File: config.mk
export PLATFORM = sky130hd
export DESIGN_NAME = tlec_counters
export DESIGN_NICKNAME = d
export VERILOG_FILES = /design/src/hw/rtl/tlec_pkg.sv /design/src/hw/rtl/tlec_counters.sv
export SDC_FILE = /design/constraint.sdc
export NUM_CORES = 1
export LEC_CHECK = 0
export ABC_AREA = 1
export BUFFER_PORTS_ARGS = -buffer_cell sky130_fd_sc_hd__buf_2
export CELL_PAD_IN_SITES_DETAIL_PLACEMENT = 2
export CELL_PAD_IN_SITES_GLOBAL_PLACEMENT = 2
export CORE_MARGIN = 3
export CORE_UTILIZATION = 27
export CTS_BUF_LIST = sky130_fd_sc_hd__clkbuf_8
export CTS_CLUSTER_DIAMETER = 150
export CTS_CLUSTER_SIZE = 20
export DETAILED_ROUTE_END_ITERATION = 6
export HOLD_SLACK_MARGIN = 0.15
export PLACE_DENSITY = 0.84
export SETUP_SLACK_MARGIN = 0.05
export SLEW_MARGIN = 20
export SYNTH_ARGS = -nofsm -noshare
export SYNTH_HDL_FRONTEND = slang
export SYNTH_SLANG_ARGS = --single-unit
export TNS_END_PERCENT = 100
File: constraint.sdc
create_clock -name i_clk -period 3.8 [get_ports i_clk]
set_input_delay 0.57 -clock i_clk [delete_from_list [all_inputs] [get_ports i_clk]]
set_output_delay 0.57 -clock i_clk [all_outputs]
set_load 0.05 [all_outputs]
File: src/hw/rtl/tlec_pkg.sv
// ----------------------------------------------------------------------------
// tlec_pkg
// Shared types and constants of the two-level exclusive cache.
// ----------------------------------------------------------------------------
package tlec_pkg;

    localparam int unsigned CNT_COUNT = 7;
    localparam int unsigned CNT_W     = 32;
    localparam int unsigned DATA_W    = 32;
    localparam int unsigned ADDR_W    = 12;

    localparam logic [1:0] LVL_L1   = 2'd0;
    localparam logic [1:0] LVL_L2   = 2'd1;
    localparam logic [1:0] LVL_MISS = 2'd2;

    localparam logic CMD_READ  = 1'b0;
    localparam logic CMD_WRITE = 1'b1;

    typedef struct packed {
        logic [CNT_W-1:0] l1_acc;
        logic [CNT_W-1:0] l2_acc;
        logic [CNT_W-1:0] l1_hit;
        logic [CNT_W-1:0] l1_miss;
        logic [CNT_W-1:0] l2_hit;
        logic [CNT_W-1:0] l2_miss;
        logic [CNT_W-1:0] mem;
    } t_counters;

    typedef struct packed {
        logic       inc_l1_hit;
        logic       inc_l1_miss;
        logic       inc_l2_hit;
        logic       inc_l2_miss;
        logic [1:0] inc_mem;
    } t_cnt_upd;

endpackage

File: src/hw/rtl/tlec_counters.sv
// ----------------------------------------------------------------------------
// tlec_counters
// Seven wrapping statistic counters, updated once per access.
// ----------------------------------------------------------------------------
module tlec_counters (
    input  logic                 i_clk,
    input  logic                 i_rst_n,
    input  logic                 i_update,
    input  tlec_pkg::t_cnt_upd   i_upd,
    output tlec_pkg::t_counters  o_cnt
);
    import tlec_pkg::*;

    t_counters r_cnt;
    t_counters n_cnt;

    always_comb begin
        n_cnt = r_cnt;
        if (i_update) begin
            n_cnt.l1_acc = r_cnt.l1_acc + 32'd1;
            if (i_upd.inc_l1_hit) begin
                n_cnt.l1_hit = r_cnt.l1_hit + 32'd1;
            end
            if (i_upd.inc_l1_miss) begin
                n_cnt.l1_miss = r_cnt.l1_miss + 32'd1;
                n_cnt.l2_acc  = r_cnt.l2_acc + 32'd1;
            end
            if (i_upd.inc_l2_hit) begin
                n_cnt.l2_hit = r_cnt.l2_hit + 32'd1;
            end
            if (i_upd.inc_l2_miss) begin
                n_cnt.l2_miss = r_cnt.l2_miss + 32'd1;
            end
            n_cnt.mem = r_cnt.mem + {30'd0, i_upd.inc_mem};
        end
    end

    always_ff @(posedge i_clk) begin
        if (!i_rst_n) begin
            r_cnt <= '0;
        end else begin
            r_cnt <= n_cnt;
        end
    end

    assign o_cnt = r_cnt;
endmodule

==> run_results.csv, run 1 <==
group,metric,value,unit
timing,fin_crit_sh,59.4,%
floorplanning,die-area,0.0466,sq mm
timing,rsz0062_at_grt,"no",
final_layout,stdcell_count,2732,
final_layout,largest_reg_flops,224,
setup_path,cp-end-kind,"register",
synthesis,synth_edf_count,0,
setup_path,critPathKind,"register to register",
synthesis,seq_area_frac_synth,37.7,%
timing,maxSlewHeadroom,32.4,%
cts,cts.sinks,224,
placed_design,gp_congestion,0.858,
cts,path_clk_slew,140,ps
drt,routed_wl,47000,microns
setup_path,slowest_delay,440,ps
power,p_per_area,276,mW/mm^2
synthesis,postSynthAreaPerCell,6.18,sq um
synthesis,synthDistinctLibCells,41,
drt,wire_per_inst,17.2,microns
setup_path,required,4270,ps
synthesis,synth_cells,1925,
final_layout,n_antenna_cell,0,
setup_path,arrival,2730,ps
final_layout,drive_gt1_share,13.3,%
final_layout,layout_commonest_cell,"nand2_1",
cts,ctsHoldBuffers,0,
synthesis,synth-main-ff-cell,"dfxtp_1",
drt,viasPerCell,4.84,
floorplanning,rows,76,
global_routing,grt_pass1_wl,75700,microns
synthesis,synth_seq_cells,224,
drt,route.vias.total,13200,
final_layout,final_area,0.0139,sq mm
floorplanning,die_y,216,microns
setup_path,cp_cell_sequence,"ha_1, inv_1, fa_1, inv_1, nand2_1, nor2_1, nand2_1, inv_1, nand2_1, inv_2, nand2_1, o21ai_0, nor2_1",
synthesis,synthArstFlopShare,0,%
global_routing,grt_pass1_vias,14300,
timing,finalCriticalPeriod,2260,ps
floorplanning,num_io_pins,233,
timing,hold_viol_final,0,
cts,cts_root_buf,"clkbuf_8",
placed_design,port_buffers,232,
placed_design,hpwl,37000,microns
cts,htreeDepth,1,
timing,worst_slew_pin_slew,1010,ps
synthesis,yosysWarnings,0,
global_routing,overflow,0,
timing,fmax,443,MHz
setup_path,critical_path.most_common_cell,"nand2_1",
floorplanning,fp.dieW,216,microns
cts,clk_latency,560,ps
placed_design,dp_cells,2716,
global_routing,antenna_found_initial,1,
cts,cts_max_path_buffers,3,
final_layout,layout.nets,2166,
drt,first_pass_iters,4,
synthesis,synth_nets,1943,
setup_path,start_kind,"register",
power,p_leak,5.87,nW
floorplanning,start_util,27.5,%
cts,cts_setup_buffers,0,
placed_design,pre_cts_ws,1300,ps
placed_design,placedInstanceArea,0.0137,sq mm
run_status,outcome,"complete, no violations",
timing,setup_viol,0,
synthesis,syn-cell-area,0.0119,sq mm
timing,fin_tns_setup,0,ps
final_layout,mostFrequentLayoutCells,"nand2_1 (493), nor2_1 (420), inv_1 (247)",
floorplanning,core_area,0.0433,sq mm
drt,drc,0,
timing,skew,50.0,ps
timing,finalWorstSetupSlack,1540,ps
global_routing,grt_start_max_net_pins,166,
cts,cts_tree,"done",
setup_path,ff2ff_setup_slack,1540,ps
drt,ant_nets,0,
drt,drt-initial-drc-count,447,
timing,slew_viol_final,0,
cts,cts_buffers,15,
min_path,hold_class,"input port to register",
job,maxCapViolCount,0,
final_layout,syn_to_final_growth,17.1,%
global_routing,track_usage,19.6,%
power,vdd_drop_max,0.000241,V
cts,post_cts_resized,0,
setup_path,critPathSlowestCell,"dfxtp_1",
setup_path,path_max_fanout,6,
## final timing paths
kind / startpoint / endpoint / depth (start not counted)
setup / recovery: o_cnt[0]$_SDFFE_PN0P_ / o_cnt[14]$_SDFFE_PN0P_ / 13
hold / removal: i_upd[3] / o_cnt[64]$_SDFFE_PN0P_ / 3
setup reg to reg: o_cnt[0]$_SDFFE_PN0P_ / o_cnt[14]$_SDFFE_PN0P_ / 13
hold reg to reg: o_cnt[37]$_SDFFE_PN0P_ / o_cnt[37]$_SDFFE_PN0P_ / 2
## per-stage QoR
step	util [%]	hold WS, ps	total power, W
after global routing	32.2	324	0.00403
final	32.2	354	0.00384
after floorplan	-	671	0.00257
after detailed placement	31.7	466	0.00265
after CTS	32.2	300	0.00394
after global placement	31.7	450	0.00264
## cell usage after synthesis, types with 3 or more instances
| cell | number | area [sq um] |
|---|---|---|
| a21o_1 | 3 | 22.5 |
| nand3_1 | 134 | 671 |
| nand3b_1 | 3 | 22.5 |
| nor3b_1 | 6 | 45.0 |
| buf_1 | 7 | 26.3 |
| ha_1 | 8 | 100 |
| nor2_4 | 4 | 45.0 |
| nand2_1 | 493 | 1850 |
| nor3_1 | 42 | 210 |
| dfxtp_1 | 224 | 4480 |
| xor2_1 | 11 | 96.3 |
| inv_1 | 247 | 927 |
| and2_1 | 4 | 25.0 |
| a21oi_1 | 112 | 561 |
| a31oi_1 | 3 | 18.8 |
| nand2_2 | 3 | 18.8 |
| xnor2_1 | 7 | 61.3 |
| o21a_1 | 8 | 60.1 |
| nand4_1 | 44 | 275 |
| and3_1 | 3 | 18.8 |
| clkbuf_1 | 18 | 67.6 |
| o21ai_0 | 82 | 410 |
| inv_2 | 4 | 15.0 |
| nor2_1 | 420 | 1580 |
| nor2_2 | 12 | 75.1 |
## cell type report
cell class / instances / area (sq um)
fill: 5478 / 29300
multi-input combinational: 1418 / 6330
sequential: 224 / 4480
timing repair buffer: 236 / 1210
inverter: 253 / 951
tap: 585 / 732
clock buffer: 15 / 206
clock inverter: 1 / 16.3
## layer usage
metal | part of all wire [%] | routed length, microns | vias up | global-route usage (%)
li1 | - | - | 6498 | -
met1 | 44 | 20700 | 6516 | 23.3
met2 | 50 | 23300 | 174 | 36.4
met3 | 5.1 | 2390 | 33 | 4.48
met4 | 1.4 | 659 | 2 | 3.08
met5 | 0.043 | 20 | - | 0
## where the power goes
part           internal, W  total [W]  leakage, nW  switching (W)
logic            0.0000498   0.000211         3.95       0.000161
clock network     0.000375    0.00125        0.115       0.000873
registers          0.00236    0.00238         1.81      0.0000191
## worst max-delay path: cells and delay by family (launching register included)
| family | cells | cell delay, ps |
|---|---|---|
| simple gates | 6 | 600 |
| flops | 1 | 440 |
| fa+ha+maj | 2 | 600 |
| buf+inv | 4 | 390 |
| compound gates | 1 | 160 |
## cells by family after synthesis
logic type	after synthesis	synth area share (%)
flip-flops	224	37.7
adder cells (fa/ha/maj)	9	1.01
buffers and inverters	283	9.09
AO/OA/AOI/OAI	213	9.35
XOR/XNOR	18	1.33
AND/OR/NAND/NOR	1178	41.5
(Power assumes the default switching activity.)
==> run 2: changes to the inputs <==
--- a/config.mk
+++ b/config.mk
@@ -5,7 +5,7 @@
 export SDC_FILE = /design/constraint.sdc
 export NUM_CORES = 1
 export LEC_CHECK = 0
-export ABC_AREA = 1
+export ABC_AREA = 0
 export BUFFER_PORTS_ARGS = -buffer_cell sky130_fd_sc_hd__buf_2
 export CELL_PAD_IN_SITES_DETAIL_PLACEMENT = 2
 export CELL_PAD_IN_SITES_GLOBAL_PLACEMENT = 2
@@ -16,7 +16,7 @@
 export CTS_CLUSTER_SIZE = 20
 export DETAILED_ROUTE_END_ITERATION = 6
 export HOLD_SLACK_MARGIN = 0.15
-export PLACE_DENSITY = 0.84
+export PLACE_DENSITY = 0.78
 export SETUP_SLACK_MARGIN = 0.05
 export SLEW_MARGIN = 20
 export SYNTH_ARGS = -nofsm -noshare
==> constraint.sdc (replaced) <==
create_clock -name i_clk -period 2.2 [get_ports i_clk]
set_input_delay 0.33 -clock i_clk [delete_from_list [all_inputs] [get_ports i_clk]]
set_output_delay 0.33 -clock i_clk [all_outputs]
set_load 0.05 [all_outputs]
==> run 2 against run 1 <==
  * The run now ends with negative setup slack left
  * Via count down 16%
  * Clock power grew 69%
  * Register-to-register slack lost 1600 ps
  * Largest power group unchanged
==> run_results.csv, run 2 <==
group,metric,value,unit
power,power.total,0.00657,W
drt,drc,0,
timing,maxSlewHeadroom,58.6,%
synthesis,synthArstFlopShare,0,%
synthesis,synth_edf_count,0,
run_status,outcome,"finished, violations left",
floorplanning,die_y,206,microns
timing,skew,44.6,ps
cts,cts_root_buf,"clkbuf_8",
drt,ant_nets,0,
power,seqPwrFrac,62.3,%
drt,viasPerCell,5.34,
synthesis,synth_top_area_share,41.7,%
synthesis,synth-main-ff-cell,"dfxtp_1",
floorplanning,num_io_pins,233,
min_path,hold_class,"input port to register",
placed_design,port_buffers,232,
floorplanning,rows,72,
power,clkPwrFrac,32.1,%
global_routing,overflow,0,
synthesis,seq_area_frac_synth,41.7,%
power,swShare,26.5,%
timing,slew_viol_final,0,
timing,worst_slew_pin_slew,615,ps
timing,finalWorstSetupSlack,-8.73,ps
final_layout,layout.nets,1570,
final_layout,largest_reg_flops,224,
synthesis,syn-cell-area,0.0108,sq mm
setup_path,critPathKind,"register to register",
drt,drt-initial-drc-count,382,
synthesis,synth_fa_ha_area_share,1.12,%
synthesis,postSynthAreaPerCell,8.43,sq um
floorplanning,fp.dieW,206,microns
power,p_per_area,482,mW/mm^2
floorplanning,core_area,0.0390,sq mm
synthesis,synth_seq_cells,224,
synthesis,yosysWarnings,0,
synthesis,synth-compound-area-share,13.5,%
synthesis,synth_cells,1276,
drt,wire_per_inst,19.1,microns
placed_design,hpwl,28500,microns
power,p_leak,5.03,nW
synthesis,synthDistinctLibCells,46,
setup_path,arrival,2680,ps
timing,finalCriticalPeriod,2210,ps
timing,fin_crit_sh,100,%
final_layout,layout_commonest_cell,"buf_2",
synthesis,synth_mux_area_share,2.51,%
drt,route.vias.total,11100,
timing,rsz0062_at_grt,"yes",
synthesis,synth_xor_area_share,5.70,%
cts,cts_tree,"done",
synthesis,synthSimpleGateAreaFrac,31.6,%
setup_path,path_max_fanout,6,
synthesis,yosys.area.top_type,"dfxtp_1",
final_layout,n_antenna_cell,0,
final_layout,fillers,4476,
final_layout,drive_gt1_share,29.9,%
synthesis,synth_common_cells,"dfxtp_1 (224), a21oi_1 (123), nand2_1 (107)",
cts,cts.sinks,224,
cts,cts_max_path_buffers,3,
global_routing,track_usage,17.8,%
timing,fmax,453,MHz
cts,htreeDepth,1,
global_routing,grt_pass1_wl,62600,microns
synthesis,synth_area_leaders,"dfxtp_1 (42%), a21oi_1 (5.7%), or4_1 (5.6%)",
synthesis,synth_top_family_by_area,"simple AND/OR/NAND/NOR gates",
timing,hold_viol_final,0,
drt,routed_wl,39600,microns
setup_path,cp-end-kind,"register",
placed_design,pre_cts_ws,-49.8,ps
power,combPwrFrac,5.6,%
cts,path_clk_slew,140,ps
power,power_switching,0.00174,W
final_layout,mostFrequentLayoutCells,"buf_2 (232), dfxtp_1 (148), a21oi_1 (115)",
synthesis,yosysMostFrequentCell,"dfxtp_1",
drt,first_pass_iters,5,
final_layout,syn_to_final_growth,26.6,%
setup_path,start_kind,"register",
placed_design,gp_congestion,0.781,
setup_path,required,2670,ps
power,p_int,0.00483,W
power,vdd_drop_max,0.000388,V
cts,cts_buffers,15,
run_status,failed_checks,"negative setup slack",
cts,clk_latency,540,ps
global_routing,grt_pass1_vias,11500,
synthesis,synth_nets,1294,
floorplanning,die-area,0.0423,sq mm
global_routing,grt_start_max_net_pins,49,
timing,setup_viol,1,
job,maxCapViolCount,0,
floorplanning,start_util,27.6,%
global_routing,antenna_found_initial,0,
[run 2: changes by cell type in the layout (fill, tap and decap cells not counted), sizes merged, moves of 72 or more]
cell   previous run  this run
inv             252        39
nand2           498       108
nand3           136        64
buf             236       328
or4               0        80
nor2            436        75
[run 2: critical path, cell delays in order (launching register included)]
cell and delay, ps:
dfxtp_4 390, ha_4 130, inv_2 40, fa_2 350, and3b_2 250, nand4_1 150, buf_6 190, buf_4 140
or3_4 360, a21oi_2 120
[run 2: path summary, 6_finish.rpt]
path | start | end | slack [ps] | depth (start not counted)
worst max-delay path | o_cnt[0]$_SDFFE_PN0P_ | o_cnt[24]$_SDFFE_PN0P_ | -9 | 9
worst min-delay path | i_rst_n | o_cnt[63]$_SDFFE_PN0P_ | 210 | 3
worst max register to register | o_cnt[0]$_SDFFE_PN0P_ | o_cnt[24]$_SDFFE_PN0P_ | -9 | 9
worst min register to register | o_cnt[223]$_SDFFE_PN0P_ | o_cnt[223]$_SDFFE_PN0P_ | 480 | 2
[run 2: final cells by class]
class	count	area [sq um]	share of cell area, %
well taps	518	648	4.76
multi-input cells	945	5990	44.0
clock inverters	4	27.5	0.202
clock buffers	15	206	1.52
repair buffers	331	2010	14.8
inverters	35	136	1.00
flip-flops and latches	224	4600	33.8
[run 2: logic make-up after synthesis]
logic type | Yosys count
AND/OR/NAND/NOR | 591
multiplexers | 27
adder cells (fa/ha/maj) | 9
XOR/XNOR | 70
flip-flops | 224
AO/OA/AOI/OAI | 248
buffers and inverters | 107
[run 2: timing repair]
item	CTS	global route
hold buffers	2	0
resized for setup	8	37
pin swaps	0	14
buffers inserted	4	13
endpoints found under the setup margin	13	39
gates cloned	0	2
hold endpoints to repair	2	0
[run 2: per-layer routing]
metal / routed length [microns] / part of all wire (%) / global-route usage [%] / vias to the layer above
met4: 909 / 2.3 / 4.03 / 0
met5: 0 / 0 / 0 / -
met1: 17400 / 44 / 22.5 / 5583
li1: - / - / - / 5285
met2: 19900 / 50 / 32.2 / 163
met3: 1310 / 3.3 / 2.42 / 39
[run 2: through the flow]
| step | std cells | hold WS, ps | TNS (ps) | utilization (%) | area, sq um |
|---|---|---|---|---|---|
| after detailed placement | 2032 | 467 | -169 | 33.5 | 13000 |
| final | 2072 | 209 | -8.73 | 34.9 | 13600 |
| after global routing | 2072 | 213 | -505 | 34.9 | 13600 |
| after global placement | 2032 | 451 | 0 | 33.5 | 13000 |
| after CTS | 2057 | 184 | 0 | 34.3 | 13400 |
| after floorplan | 1276 | 483 | 0 | - | 10900 |
[run 2: power groups by stage]
stage / Sequential [W] / Clock, W / Combinational [W]
2_1_floorplan: 0.00426 / 0 / 0.000145
3_3_place_gp: 0.00419 / 0 / 0.000345
3_5_place_dp: 0.00419 / 0 / 0.000360
4_1_cts: 0.00410 / 0.00225 / 0.000364
5_1_grt: 0.00410 / 0.00238 / 0.000402
6_report: 0.00410 / 0.00211 / 0.000365
==> run 3: changes to the inputs <==
--- a/config.mk
+++ b/config.mk
@@ -17,7 +17,6 @@
 export DETAILED_ROUTE_END_ITERATION = 6
 export HOLD_SLACK_MARGIN = 0.15
 export PLACE_DENSITY = 0.78
-export SETUP_SLACK_MARGIN = 0.05
 export SLEW_MARGIN = 20
 export SYNTH_ARGS = -nofsm -noshare
 export SYNTH_HDL_FRONTEND = slang
==> run 3 against run 2 <==
  * Maximum frequency is 5.0% higher
  * Non-clock buffer count is 7 lower
  * Largest power group unchanged
  * The run now ends clean
  * Register-to-register slack better by 100 ps
  * Critical endpoint is now o_cnt[30]$_SDFFE_PN0P_
  * Final area is 1.5% lower
  * First-iteration DRC count is 7.9% higher
  * Core utilization is 0.52 points lower
  * Count of clock-buffer cells in the layout stayed put
  * Global-route usage is 0.35 points lower
  * Power is 0.22% lower
==> run_results.csv, run 3 (synthesis gave the netlist of run 2 again) <==
group,metric,value,unit
run_status,outcome,"complete, no violations",
drt,ant_nets,0,
global_routing,overflow,0,
global_routing,antenna_found_initial,0,
timing,finalCriticalPeriod,2100,ps
floorplanning,die_y,206,microns
placed_design,placedInstanceArea,0.0131,sq mm
global_routing,grt_start_max_net_pins,66,
drt,drc,0,
cts,cts_buffers,15,
timing,worst_slew_pin_slew,470,ps
drt,viasPerCell,5.31,
timing,skew,36.9,ps
setup_path,critPathSlowestCell,"or4_4",
min_path,hold_class,"input port to register",
cts,cts_tree,"done",
timing,fin_crit_sh,95.6,%
floorplanning,start_util,27.6,%
drt,route.vias.total,11000,
job,maxCapViolCount,0,
cts,cts.sinks,224,
timing,rsz0062_at_grt,"yes",
drt,routed_wl,38600,microns
timing,fmax,475,MHz
drt,first_pass_iters,4,
placed_design,port_buffers,232,
final_layout,layout_commonest_cell,"buf_2",
timing,slew_viol_final,0,
drt,wire_per_inst,18.7,microns
power,power.total,0.00656,W
timing,maxSlewHeadroom,68.2,%
timing,finalWorstSetupSlack,96.2,ps
setup_path,critPathKind,"register to register",
power,vdd_drop_max,0.000265,V
placed_design,pre_cts_ws,-64.8,ps
final_layout,drive_gt1_share,27.3,%
floorplanning,die-area,0.0423,sq mm
global_routing,track_usage,17.5,%
cts,path_clk_slew,130,ps
global_routing,grt_pass1_vias,11500,
floorplanning,rows,72,
global_routing,grt_pass1_wl,61500,microns
power,p_leak,4.95,nW
setup_path,slowest_delay,480,ps
floorplanning,core_area,0.0390,sq mm
setup_path,path_max_fanout,11,
floorplanning,num_io_pins,233,
setup_path,arrival,2590,ps
cts,htreeDepth,1,
final_layout,syn_to_final_growth,24.8,%
final_layout,final_area,0.0134,sq mm
cts,cts_root_buf,"clkbuf_8",
cts,clk_latency,540,ps
setup_path,ff2ff_setup_slack,100,ps
final_layout,n_antenna_cell,0,
setup_path,cp_cell_sequence,"ha_4, inv_1, fa_2, and3b_2, nand4_1, buf_6, or4_4, a21oi_2",
setup_path,cp-end-kind,"register",
final_layout,mostFrequentLayoutCells,"buf_2 (232), dfxtp_1 (171), a21oi_1 (121)",
placed_design,hpwl,28600,microns
timing,hold_viol_final,0,
power,p_per_area,488,mW/mm^2
setup_path,required,2680,ps
placed_design,gp_congestion,0.766,
drt,drt-initial-drc-count,412,
final_layout,layout.nets,1563,
floorplanning,fp.dieW,206,microns
setup_path,start_kind,"register",
final_layout,largest_reg_flops,224,
cts,cts_max_path_buffers,3,
timing,setup_viol,0,
run 3: changes by cell type in the layout (fill, tap and decap cells not counted), sizes merged:
cell and delta:
buf -5, inv -1, clkbuf -1, dlymetal6s4s -1
run 3: what timing repair did:
| action | 4_1_cts | 5_1_grt |
|---|---|---|
| hold buffers | 1 | 0 |
| pin swaps | 0 | 4 |
| endpoints found under the hold margin | 1 | 0 |
| buffers inserted | 0 | 8 |
| setup endpoints to repair | 2 | 30 |
| gates resized for setup | 3 | 19 |
| cloned | 0 | 0 |
run 3: cell type report:
cell class	instances	area, sq um
inverter	35	136
fill	4509	25600
timing repair buffer	324	1920
multi-input combinational	945	5930
clock buffer	15	206
clock inverter	3	23.8
tap	518	648
sequential	224	4570
run 3: report_power, final:
group / leakage, nW / internal (W) / switching, W
clock: 0.126 / 0.000651 / 0.00145
combinational: 2.99 / 0.0000992 / 0.000258
sequential: 1.83 / 0.00408 / 0.0000253
total: 4.95 / 0.00483 / 0.00173
run 3: path summary, 6_finish.rpt:
kind | depth (start not counted) | start | endpoint
worst max-delay path | 8 | o_cnt[0]$_SDFFE_PN0P_ | o_cnt[30]$_SDFFE_PN0P_
worst min register to register | 2 | o_cnt[223]$_SDFFE_PN0P_ | o_cnt[223]$_SDFFE_PN0P_
worst max register to register | 8 | o_cnt[0]$_SDFFE_PN0P_ | o_cnt[30]$_SDFFE_PN0P_
worst min-delay path | 4 | i_upd[0] | o_cnt[0]$_SDFFE_PN0P_
run 3: through the flow:
step                hold slack, ps  cells  setup TNS, ps  util [%]
global route                   188   2064          -30.2      34.4
global placement               449   2038              0      33.5
detailed placement             473   2038           -236      33.5
floorplan                      483   1276              0         -
CTS                            161   2057              0      34.1
finish                         197   2064              0      34.4
run 3: critical path, delay by kind of cell (launching register included):
| kind | cells | cell delay (ps) |
|---|---|---|
| DFF | 1 | 390 |
| adders and majority gates | 2 | 450 |
| buffers and inverters | 2 | 230 |
| AOI/OAI and AO/OA | 1 | 140 |
| and+or+nand+nor | 3 | 850 |
run 3: metal layers:
metal / GRT usage (%) / wire length, microns
met1: 21.7 / 17000
met2: 31.7 / 19300
met3: 2.69 / 1440
met4: 3.93 / 889
met5: 0 / 0
